[src/hw/rtl/page_table_lru_frame_allocator_unit_macros.svh]
// ----------------------------------------------------------------------------
// page table lru frame allocator assertion macros
// concurrent assertion helpers, empty when SYNTHESIS is defined
// ----------------------------------------------------------------------------
`ifndef PAGE_TABLE_LRU_FRAME_ALLOCATOR_UNIT_MACROS_SVH
`define PAGE_TABLE_LRU_FRAME_ALLOCATOR_UNIT_MACROS_SVH

`ifndef SYNTHESIS
// same-cycle implication, disabled during reset
`define PTLFA_ASSERT_IMPL(label, clk, rst_n, ante, cons) \
	label: assert property (@(posedge clk) disable iff (!rst_n) (ante) |-> (cons)) \
		else $error("ptlfa assertion failed");
// next-cycle implication, disabled during reset
`define PTLFA_ASSERT_NEXT(label, clk, rst_n, ante, cons) \
	label: assert property (@(posedge clk) disable iff (!rst_n) (ante) |=> (cons)) \
		else $error("ptlfa assertion failed");
`else
`define PTLFA_ASSERT_IMPL(label, clk, rst_n, ante, cons)
`define PTLFA_ASSERT_NEXT(label, clk, rst_n, ante, cons)
`endif

`endif

[src/hw/rtl/ptlfa_pkg.sv]
// ----------------------------------------------------------------------------
// ptlfa_pkg
// shared widths, defaults, sequencer states and control structs
// ----------------------------------------------------------------------------
package ptlfa_pkg;

	// fixed item field widths
	localparam int PTLFA_VA_W   = 12;
	localparam int PTLFA_PA_W   = 10;
	localparam int PTLFA_EVPG_W = 5;

	// parameter defaults
	localparam int PTLFA_PAGE_COUNT  = 32;
	localparam int PTLFA_FRAME_COUNT = 8;
	localparam int PTLFA_OFFSET_BITS = 7;
	localparam int PTLFA_STAMP_BITS  = 32;

	typedef enum logic [2:0] {
		ST_CLEAR,
		ST_IDLE,
		ST_REDUCE,
		ST_LOOKUP,
		ST_CHECK,
		ST_SCAN,
		ST_EVICT,
		ST_COMMIT
	} state_t;

	// sequencer to lru scan unit
	typedef struct packed {
		logic clear;
		logic sample;
	} scan_ctl_t;

endpackage

[src/hw/rtl/ptlfa_table_ram.sv]
// ----------------------------------------------------------------------------
// ptlfa_table_ram
// page table memory, one write and one registered read port
// ----------------------------------------------------------------------------
module ptlfa_table_ram import ptlfa_pkg::*; #(
	parameter int DEPTH  = PTLFA_PAGE_COUNT,
	parameter int WIDTH  = 1 + 3 + PTLFA_STAMP_BITS,
	parameter int ADDR_W = $clog2(PTLFA_PAGE_COUNT)
) (
	input  logic              clk,
	input  logic              we,
	input  logic [ADDR_W-1:0] wa,
	input  logic [WIDTH-1:0]  wd,
	input  logic              re,
	input  logic [ADDR_W-1:0] ra,
	output logic [WIDTH-1:0]  rd
);

	logic [WIDTH-1:0] mem [DEPTH];
	logic [WIDTH-1:0] rd_q;

	always_ff @(posedge clk) begin
		if (we) begin
			mem[wa] <= wd;
		end
	end

	always_ff @(posedge clk) begin
		if (re) begin
			rd_q <= mem[ra];
		end
	end

	assign rd = rd_q;

endmodule

[config.mk]
export PLATFORM = sky130hd
export DESIGN_NAME = ptlfa_table_ram
export DESIGN_NICKNAME = d
export VERILOG_FILES = /design/src/hw/rtl/page_table_lru_frame_allocator_unit_macros.svh /design/src/hw/rtl/ptlfa_pkg.sv /design/src/hw/rtl/ptlfa_table_ram.sv
export SDC_FILE = /design/constraint.sdc
export NUM_CORES = 1
export LEC_CHECK = 0
export BUFFER_PORTS_ARGS = -buffer_cell sky130_fd_sc_hd__buf_2
export CAP_MARGIN = 10
export CORE_MARGIN = 2
export CORE_UTILIZATION = 40
export CTS_BUF_LIST = sky130_fd_sc_hd__clkbuf_16
export DETAILED_ROUTE_END_ITERATION = 8
export PLACE_DENSITY = 0.57
export SLEW_MARGIN = 15
export SYNTH_ARGS = -nofsm -noshare
export SYNTH_HDL_FRONTEND = slang
export SYNTH_SLANG_ARGS = --single-unit
[constraint.sdc]
create_clock -name clk -period 3.3 [get_ports clk]
set_input_delay 0.33 -clock clk [delete_from_list [all_inputs] [get_ports clk]]
set_output_delay 0.33 -clock clk [all_outputs]
set_load 0.005 [all_outputs]
After elaboration in Yosys (flattened, before gate mapping):

Memories as Yosys holds them, arrays and structs flattened. A register that Yosys moved wholly into a read port is not among the register bits.
Cells that the tools add are included.

* mux-type cells: 2

Operators by type and width (number)
* $mux W1: 2

* register bits after elaboration: 0
* memories: 1
* output and inout bits: 36
* word-level logic and storage cells: 3
* input bits: 49
* bits in writable memories: 1152

Memory list
* mem: words 32, bits a word 36, read ports 1, clocked after Yosys merged registers in 1, write ports 1, line ptlfa_table_ram.sv:19 `logic [WIDTH-1:0] mem [DEPTH];`

Depth between registers and ports, before layout:

* depth in word-level cells: 2
* depth in mapped cells: 8
* mapped depth without buffers: 5

Worst setup path after synthesis:

Ideal clock, no wire load.

* path type: input-to-reg
* from: input wa[1]
* to: memory mem[12][0] (netlist bit), enable pin
* buffers on the path: 1
* data arrival time: 2508 ps
* cell stages on the path: 3
* library setup time: 429 ps
* slack: 362 ps
* data required time: 2871 ps
* cells stage by stage: or3b_2 clkbuf_1 nor2_1

RTL lines
* start, declared: line ptlfa_table_ram.sv:12 `input logic [ADDR_W-1:0] wa,`
* end, declared: line ptlfa_table_ram.sv:19

Straight into the memory's write port.

==> impl_metrics.yaml <==
outcome:
  outcome: "finished clean"
synth:
  yosys_warnings: 0
  netlist_area_um2: 45900
  yosys_register_bits: 1188
  synth_ff_type: "edfxtp_1"
  seq_area_frac_synth_pct: 77.6
  synth_cells: 2536
  netlist.area_leader.share_pct: 77.6
  synth_edf_count: 1188
  syn_nets: 2585
  yosys.area.top_type: "edfxtp_1"
  yosys.cell_types.count: 25
  synthTopCellsByArea: "edfxtp_1 78%, mux2i_1 13%, a22oi_1 1.8%"
  syn_avg_cell_area_um2: 18.1
  async_reset_ff_share_pct: 0
sta:
  period_needed_ns: 1.80
  fin_crit_sh_pct: 54.7
  clock_skew_ns: 0.0195
  worst_pin_slew_ns: 1.05
  drv_slew: 0
  maxSlewHeadroom_pct: 30.1
  tns_ns: 0
  grt_setup_unrepaired: "no"
  finalHoldViolCount: 0
  fin_ws_ns: 1.50
  fmax_mhz: 554
  setup_viol: 0
setup_path:
  reg2reg_from: "mem[3][10]$_DFFE_PP_"
  critical_path_class: "in -> reg"
  end_kind: "flip-flop"
  critical_path.max_fanout: 17
  worstPathRequired_ns: 3.70
  reg2reg_to: "rd[10]$_DFFE_PP_"
  start_kind: "input port"
  ff2ff_setup_slack_ns: 1.83
  path_cells: "buf_2 > nor2_4 > buf_12 > a22o_1 > nor3_1 > a31oi_1 > nand3_1"
  cp.arrival_ns: 2.20
  r2r_cells: 5
  slowest_stage: "nor2_4"
  slowest_delay_ns: 0.77
clocking:
  post_cts_buffers: 0
  htree_levels: 3
  tritoncts: "yes"
  cts_made_buffers: 115
  cts_sinks: 1188
  cts_buffer_depth: 3
  ctsHoldBuffers: 0
  clk_latency_ns: 0.69
  clk_pin_slew_ns: 0.06
  clockRootBuffer: "clkbuf_16"
  cts-resized-gates: 0
placed_design:
  place_inst: 4091
  dp_slack_ns: 0.808
  dp_hpwl_mm: 61.3
  portBuffers: 84
  gp_congestion: 0.744
layout:
  synthToLayoutAreaGrowth_pct: 15.1
  layout.area.seq_um2: 35700
  layout_common_cells: "1,188 x edfxtp_1, 576 x mux2i_1, 117 x clkbuf_16"
  layout_commonest_cell: "edfxtp_1"
  final_cells: 4309
  final_layout_size_suffix_gt1_share_pct: 14.4
  multi_input_area_um2: 9620
  finalNetCount: 2745
  n_fill_cell: 9687
route:
  wl_mm: 120
  drc: 0
  highest_layer: "met5"
  dr.pass1.iters: 5
  antenna_left: 0
  vias_per_cell: 5.62
  first_iter_violations: 2429
  wl_per_cell_um: 27.9
  wl_met1_mm: 54.6
  wl_met2_mm: 56.3
  num_vias: 24200
  met3_length_mm: 7.14
power:
  power.leakage_nw: 18.3
  power.density_nw_per_um2: 602
  ir_worst_vdd_mv: 0.456
worst_hold_path:
  min_path_type: "in -> reg"
  worstHoldPathCells: 1
  min_to: "mem[22][23]$_DFFE_PP_"
  min_from: "wd[23]"
grt:
  grt.overflow.total: 0
  grt_antenna_before_repair: 10
  grt_start_max_net_pins: 78
  grt_usage_pct: 20.2
  grt_pass1_vias: 24300
  grt_pass1_wl_mm: 172
die:
  coreArea_um2: 114000
  row_count: 124
  die_y_um: 343
  start_util_pct: 40.2
  die_x_um: 343
  io_pins: 85
  die-area_um2: 118000
flow_run:
  maxCapViolCount: 0
critical path: cells and delay by family:
kind            cells  cell delay [ns]
compound gates      2             0.44
buf+inv             2             0.41
simple gates        3             1.00
cells by family (layout without fill, tap and decap cells):
kind of cell | after synthesis | count (layout) | share of synthesized area, %
AOI/OAI and AO/OA | 324 | 324 | 4.80
buffers and inverters | 143 | 403 | 1.99
DFF | 1188 | 1188 | 77.6
muxes | 576 | 576 | 12.5
other | 0 | 1 | 0
and+or+nand+nor | 305 | 305 | 3.01
synth_stat cells, types with 17 or more instances:
master       n
nand2_1    110
a31oi_1     36
a22oi_1    108
clkbuf_1    39
buf_4       23
buf_6       20
mux2i_1    576
a22o_1      72
nor3_1      36
nand3_1    110
a21oi_1    108
buf_1       17
buf_2       33
edfxtp_1  1188
nor2_1      33
through the flow:
step	hold slack (ns)	utilization, %	power (mW)	instance area, um2
after floorplan	0.429	-	18.1	45900
after global placement	0.653	42.9	18.8	49000
after detailed placement	0.661	42.9	18.8	49000
after CTS	0.0857	46.3	32.1	52900
after global routing	0.138	46.3	32.8	52900
final	0.123	46.3	31.9	52900
layout make-up:
cell class / instances / area share [%]
antenna: 1 / 0.00473
clock buffer: 117 / 5.53
clock inverter: 100 / 1.78
multi-input combinational: 1205 / 18.2
sequential: 1188 / 67.4
tap: 1512 / 3.58
timing repair buffer: 186 / 3.47
flip-flops by register name, summed over array words and instances, names as in the netlist:
register and cells:
rd 36, mem 1152
layer usage:
metal | GRT usage [%] | vias up
li1 | - | 10400
met1 | 29.6 | 12800
met2 | 32.1 | 850
met3 | 2.78 | 159
met4 | 4.90 | 10
met5 | 0 | -
where the power goes:
part	switching, mW	internal, mW	total (mW)
logic	1.04	0.539	1.58
registers	0.0723	16.8	16.9
clock network	5.60	7.77	13.4
total	6.71	25.2	31.9
how the worst max path moves through the flow:
| stage | end | cells after the start | startpoint |
|---|---|---|---|
| finish | rd[4]$_DFFE_PP_ | 7 | ra[1] |
| global route | rd[4]$_DFFE_PP_ | 7 | ra[1] |
| CTS | rd[4]$_DFFE_PP_ | 7 | ra[1] |
| detailed placement | rd[4]$_DFFE_PP_ | 7 | ra[1] |
| global placement | rd[4]$_DFFE_PP_ | 7 | ra[1] |
| floorplan | mem[12][0]$_DFFE_PP_ | 3 | wa[1] |
No activity file was read; power rests on OpenSTA's default activity.
