<file path="config.mk">
export PLATFORM = sky130hd
export DESIGN_NAME = ptlfa_lru_scan
export DESIGN_NICKNAME = d
export VERILOG_FILES = /design/src/hw/rtl/page_table_lru_frame_allocator_unit_macros.svh /design/src/hw/rtl/ptlfa_pkg.sv /design/src/hw/rtl/ptlfa_lru_scan.sv
export SDC_FILE = /design/constraint.sdc
export NUM_CORES = 1
export LEC_CHECK = 0
export BUFFER_PORTS_ARGS = -buffer_cell sky130_fd_sc_hd__buf_4
export CAP_MARGIN = 15
export CORE_ASPECT_RATIO = 1.1
export CORE_MARGIN = 2
export CORE_UTILIZATION = 52
export DETAILED_ROUTE_END_ITERATION = 16
export PLACE_DENSITY_LB_ADDON = 0.1
export SYNTH_ARGS = -nofsm -noshare
export SYNTH_HDL_FRONTEND = slang
export SYNTH_SLANG_ARGS = --single-unit
</file>
<file path="constraint.sdc">
create_clock -name clk -period 4.4 [get_ports clk]
set_clock_uncertainty 0.05 [all_clocks]
set_input_delay 0.22 -clock clk [delete_from_list [all_inputs] [get_ports clk]]
set_output_delay 0.22 -clock clk [all_outputs]
set_load 0.005 [all_outputs]
</file>
<file path="src/hw/rtl/page_table_lru_frame_allocator_unit_macros.svh">
// ----------------------------------------------------------------------------
// page table lru frame allocator assertion macros
// concurrent assertion helpers, empty when SYNTHESIS is defined
// ----------------------------------------------------------------------------
`ifndef PAGE_TABLE_LRU_FRAME_ALLOCATOR_UNIT_MACROS_SVH
`define PAGE_TABLE_LRU_FRAME_ALLOCATOR_UNIT_MACROS_SVH

`ifndef SYNTHESIS
// same-cycle implication, disabled during reset
`define PTLFA_ASSERT_IMPL(label, clk, rst_n, ante, cons) \
	label: assert property (@(posedge clk) disable iff (!rst_n) (ante) |-> (cons)) \
		else $error("ptlfa assertion failed");
// next-cycle implication, disabled during reset
`define PTLFA_ASSERT_NEXT(label, clk, rst_n, ante, cons) \
	label: assert property (@(posedge clk) disable iff (!rst_n) (ante) |=> (cons)) \
		else $error("ptlfa assertion failed");
`else
`define PTLFA_ASSERT_IMPL(label, clk, rst_n, ante, cons)
`define PTLFA_ASSERT_NEXT(label, clk, rst_n, ante, cons)
`endif

`endif

</file>
<file path="src/hw/rtl/ptlfa_pkg.sv">
// ----------------------------------------------------------------------------
// ptlfa_pkg
// shared widths, defaults, sequencer states and control structs
// ----------------------------------------------------------------------------
package ptlfa_pkg;

	// fixed item field widths
	localparam int PTLFA_VA_W   = 12;
	localparam int PTLFA_PA_W   = 10;
	localparam int PTLFA_EVPG_W = 5;

	// parameter defaults
	localparam int PTLFA_PAGE_COUNT  = 32;
	localparam int PTLFA_FRAME_COUNT = 8;
	localparam int PTLFA_OFFSET_BITS = 7;
	localparam int PTLFA_STAMP_BITS  = 32;

	typedef enum logic [2:0] {
		ST_CLEAR,
		ST_IDLE,
		ST_REDUCE,
		ST_LOOKUP,
		ST_CHECK,
		ST_SCAN,
		ST_EVICT,
		ST_COMMIT
	} state_t;

	// sequencer to lru scan unit
	typedef struct packed {
		logic clear;
		logic sample;
	} scan_ctl_t;

endpackage

</file>
<file path="src/hw/rtl/ptlfa_lru_scan.sv">
// ----------------------------------------------------------------------------
// ptlfa_lru_scan
// tracks the valid entry with the smallest stamp while the table streams by
// ----------------------------------------------------------------------------
module ptlfa_lru_scan import ptlfa_pkg::*; #(
	parameter int PAGE_W     = $clog2(PTLFA_PAGE_COUNT),
	parameter int FRAME_W    = $clog2(PTLFA_FRAME_COUNT),
	parameter int STAMP_BITS = PTLFA_STAMP_BITS
) (
	input  logic                  clk,
	input  logic                  arst_n,
	input  scan_ctl_t             ctl,
	input  logic                  ent_valid,
	input  logic [FRAME_W-1:0]    ent_frame,
	input  logic [STAMP_BITS-1:0] ent_stamp,
	input  logic [PAGE_W-1:0]     ent_idx,
	output logic                  found,
	output logic [PAGE_W-1:0]     best_idx,
	output logic [FRAME_W-1:0]    best_frame
);

	logic                  found_q;
	logic [STAMP_BITS-1:0] best_stamp_q;
	logic [PAGE_W-1:0]     best_idx_q;
	logic [FRAME_W-1:0]    best_frame_q;
	logic                  take;

	// strict less-than keeps the lowest index on a tie
	assign take = ctl.sample && ent_valid && (!found_q || (ent_stamp < best_stamp_q));

	always_ff @(posedge clk or negedge arst_n) begin
		if (!arst_n) begin
			found_q <= 1'b0;
		end else if (ctl.clear) begin
			found_q <= 1'b0;
		end else if (take) begin
			found_q <= 1'b1;
		end
	end

	always_ff @(posedge clk) begin
		if (take && !ctl.clear) begin
			best_stamp_q <= ent_stamp;
			best_idx_q   <= ent_idx;
			best_frame_q <= ent_frame;
		end
	end

	assign found      = found_q;
	assign best_idx   = best_idx_q;
	assign best_frame = best_frame_q;

endmodule

</file>
Word level (Yosys, flattened, before mapping)
Index checks and enable logic that the tools add are counted.

$lt $le $gt $ge: 1. Muxes and demuxes: 2. Reduce and logical (&&, ||, !) cells: 7.

Operators with widths (count): less-than comparator 32 bit (1); logical AND 1 bit (3); logical NOT 1 bit (2); 2-to-1 mux 1 bit (2); nonzero test 2 bit (1); logical OR 1 bit (1).

Register bits after elaboration: 41. Output and inout port bits: 9. Logic and storage cells: 14.

Logic depth before layout (Yosys ltp)
Word-level depth: 5. Depth in mapped cells: 7. Depth with buffers taken out: 7.

Worst setup path before layout
Ideal clock, no wire load.

Path kind: reg-to-reg. Start point: register best_stamp_q[17]. End point: register best_frame_q[0] (netlist: best_frame[0]), enable pin. Setup time: 0.462 ns. Data arrival time: 3.490 ns. Data required time: 3.888 ns. Path slack: 0.398 ns. Stages on the path, launching flop included: 8. Path buffers: 0. Period minus slack after synthesis: 4.002 ns. Cells stage by stage: edfxtp_1 inv_1 ha_1 a21oi_2 o21ai_1 a221o_1 a211o_1 a31oi_1.

Longest elaborated chain between the ends: 4.

Ends and longest elaborated chain: start, declared (RTL line ptlfa_lru_scan.sv:23) `logic [STAMP_BITS-1:0] best_stamp_q;`; start signal, assigned (RTL line ptlfa_lru_scan.sv:43) `best_stamp_q <= ent_stamp;`; less-than comparator 32 bit (RTL line ptlfa_lru_scan.sv:29) `assign take = ctl.sample && ent_valid && (!found_q || (ent_stamp < best_stamp_q));`; logical OR 1 bit (RTL line ptlfa_lru_scan.sv:29); logical AND 1 bit (RTL line ptlfa_lru_scan.sv:29); logical AND 1 bit (RTL line ptlfa_lru_scan.sv:42) `if (take && !ctl.clear) begin`; end signal, assigned (RTL line ptlfa_lru_scan.sv:45) `best_frame_q <= ent_frame;`; end, declared (RTL line ptlfa_lru_scan.sv:25) `logic [FRAME_W-1:0] best_frame_q;`.

No other way between the ends. A chain may end at the register's enable or synchronous reset.

Worst setup path after layout
Start point: register best_stamp_q[17]. End point: register best_stamp_q[5], enable pin.

Longest elaborated chain between the ends: 4.

Ends and longest elaborated chain (RTL line): less-than comparator 32 bit (ptlfa_lru_scan.sv:29); logical OR 1 bit (ptlfa_lru_scan.sv:29); logical AND 1 bit (ptlfa_lru_scan.sv:29); logical AND 1 bit (ptlfa_lru_scan.sv:42).

No other way between the ends.

==> results_dict.tcl <==
set metrics [dict create \
    ys_types 28 \
    fin_util_pct 71.7 \
    path_cells "inv_1 -> ha_1 -> a21oi_2 -> o21ai_1 -> a221o_1 -> a211o_1 -> a31oi_4 -> buf_4" \
    antenna_violating_nets_post_route 0 \
    drt_pass1_iterations 4 \
    ys_seq_elements 41 \
    synth_most_common_cell "edfxtp_1" \
    dieArea_um2 4430 \
    via_per_inst 5.06 \
    drc 0 \
    rows 23 \
    drive_gt1_share_pct 31.0 \
    fin_crit_sh_pct 65.9 \
    dr_wl_met2_mm 1.76 \
    path_class "reg -> reg" \
    synth_mux_area_share_pct 0 \
    status "completed" \
    core_um2 3710 \
    synth_edf_count 40 \
    synth_cells 153 \
    ys_warn_count 0 \
    finalSetupViolations 0 \
    path_max_fanout 22 \
    synth_seq_area_share_pct 60.3 \
    cpPeakStageDelay_ns 0.54 \
    crit_family "compound AO/OA/AOI/OAI gates" \
    synth_fa_ha_area_share_pct 19.1 \
    grt_max_degree 23 \
    wl_met1_mm 1.48 \
    syn_area_um2 2030 \
    endpoint_kind "flop" \
    wl_per_cell_um 13.3 \
    yosys.area_share.simple_pct 5.84 \
    diodes 0 \
    fin_setup_tns_ns 0 \
    period_needed_ns 2.90 \
    antenna_found_initial 0 \
    final_cells 266 \
    rsz0062_at_grt "false" \
    synth_ff_type "edfxtp_1" \
    drt_iter0_markers 68 \
    peakVddDrop_v 0.000201 \
    finalWeightedCongestion 0.736 \
    syn_to_final_growth_pct 30.8 \
    synthTopCellsByCount "40 x edfxtp_1, 31 x ha_1, 31 x inv_1" \
    synth-xor-area-share_pct 0 \
    grt_remaining_overflow 0 \
    min_path_type "in -> reg" \
    io_pins 54 \
    port_buffers 53 \
    power_leakage_nw 1.22 \
    ctsResizeCount 0 \
    die_h_um 69.6 \
    cts_root_buf "clkbuf_8" \
    hold_violations 0 \
    async_flop_share_pct 2.44 \
    nets 291 \
    dp.cells 257 \
    cts.path.max_buffers 2 \
    synth-compound-area-share_pct 9.10 \
    worstPathArrival_ns 2.82 \
    grtUsageTotal_pct 18.1 \
    cp_num_buf_inv 2 \
    cts_post_setup_buffers_inserted 0 \
    chipWidth_um 63.6 \
    post-dp-hpwl_mm 2.80 \
    vias 1347 \
    cts_sinks 41 \
    avgSynthCellArea_um2 13.3 \
    start_util_pct 54.8 \
    tightest_slew_ns 0.651 \
    syn_nets 229 \
    insertion_delay_ns 0.29 \
    slew_headroom_pct 56.6 \
    cap_violations 0 \
    synth_top_cell_area_share_pct 59.0 \
    timing.fmax_ghz 0.345 \
    finalPower_mw 0.890 \
    critPathRequiredTime_ns 4.32 \
    path_clk_slew_ns 0.08 \
    p_per_area_nw_per_um2 334 \
    wl_mm 3.53 \
    synth_top_family_by_area "adder cells" \
    cp-start-kind "flop" \
    grt_pass1_vias 1418 \
    grt_first_pass_wirelength_mm 6.20 \
    dr.max_layer_used "met4" \
    crit_slowest_cell "a31oi_4" \
    cts_tree "built" \
    cts_buffers 5 \
    wl_met3_um 217 \
    finalMaxSlewViolations 0 \
    synth_area_leader_cell "edfxtp_1" \
    synth_area_leaders "edfxtp_1 59%, ha_1 19%, inv_1 5.7%, a21oi_1 2.0%, nand2_1 1.5%" \
    h-tree-depth 2 \
]
==> cells in the final DEF (no fill, tap or decap), types with 3 or more instances in the layout <==
| cell type | count |
|---|---|
| edfxtp_1 | 40 |
| a21oi_1 | 8 |
| nand3_1 | 4 |
| clkbuf_8 | 5 |
| inv_1 | 31 |
| a21oi_2 | 3 |
| a21o_1 | 3 |
| nand2_1 | 8 |
| ha_1 | 31 |
| buf_4 | 54 |
==> logic make-up (layout without fill, tap and decap cells) <==
family,Yosys count,count (layout)
AO/OA/AOI/OAI,27,27
flip-flops,41,41
AND/OR/NAND/NOR,23,23
adder cells (fa/ha/maj),31,31
buffers and inverters,31,94
==> timing repair <==
| item | 4_1_cts | 5_1_grt |
|---|---|---|
| endpoints found under the hold margin | 1 | 0 |
| hold buffers | 1 | 0 |
| endpoints found under the setup margin | 0 | 0 |
==> where the power goes <==
group	internal, mW	switching [mW]
clock	0.225	0.126
combinational	0.0512	0.0422
sequential	0.442	0.00328
total	0.719	0.171
==> final timing paths <==
check / start / slack [ns] / cells after the start / to
min in group asynchronous: arst_n / 0.19 / 2 / found
max in group asynchronous: arst_n / 4.03 / 2 / found
setup reg to reg: best_stamp_q[17] / 1.50 / 8 / best_stamp_q[5]
hold / removal: ctl[1] / 0.04 / 2 / found
setup / recovery: best_stamp_q[17] / 1.50 / 8 / best_stamp_q[5]
hold reg to reg: found / 0.56 / 2 / found
==> layer usage <==
metal	vias to the layer above	GRT usage (%)
met4	0	6.76
met2	45	30.9
met1	617	22.1
met3	10	4.38
met5	-	0
li1	675	-
==> state kept, by name, summed over array words and instances (netlist names) <==
| name | cells |
|---|---|
| best_frame | 3 |
| found | 1 |
| best_idx | 5 |
| best_stamp_q | 32 |
==> cell type report <==
| cell class | count | area, um^2 |
|---|---|---|
| Fill cell | 259 | 1050 |
| Timing Repair Buffer | 55 | 415 |
| Clock inverter | 3 | 65.1 |
| Tap cell | 50 | 62.6 |
| Sequential cell | 41 | 1230 |
| Multi-Input combinational cell | 81 | 707 |
| Clock buffer | 5 | 68.8 |
| Inverter | 31 | 116 |
==> per-stage QoR <==
| stage | cell area (um^2) | hold WS (ns) | setup slack, ns |
|---|---|---|---|
| after floorplan | 2030 | -0.126 | 0.398 |
| after global placement | 2520 | -0.0547 | 1.56 |
| after detailed placement | 2520 | -0.0532 | 1.49 |
| after CTS | 2660 | 0.0326 | 1.49 |
| after global routing | 2660 | 0.0307 | 1.31 |
| final | 2660 | 0.0383 | 1.50 |
(Power assumes the default switching activity.)
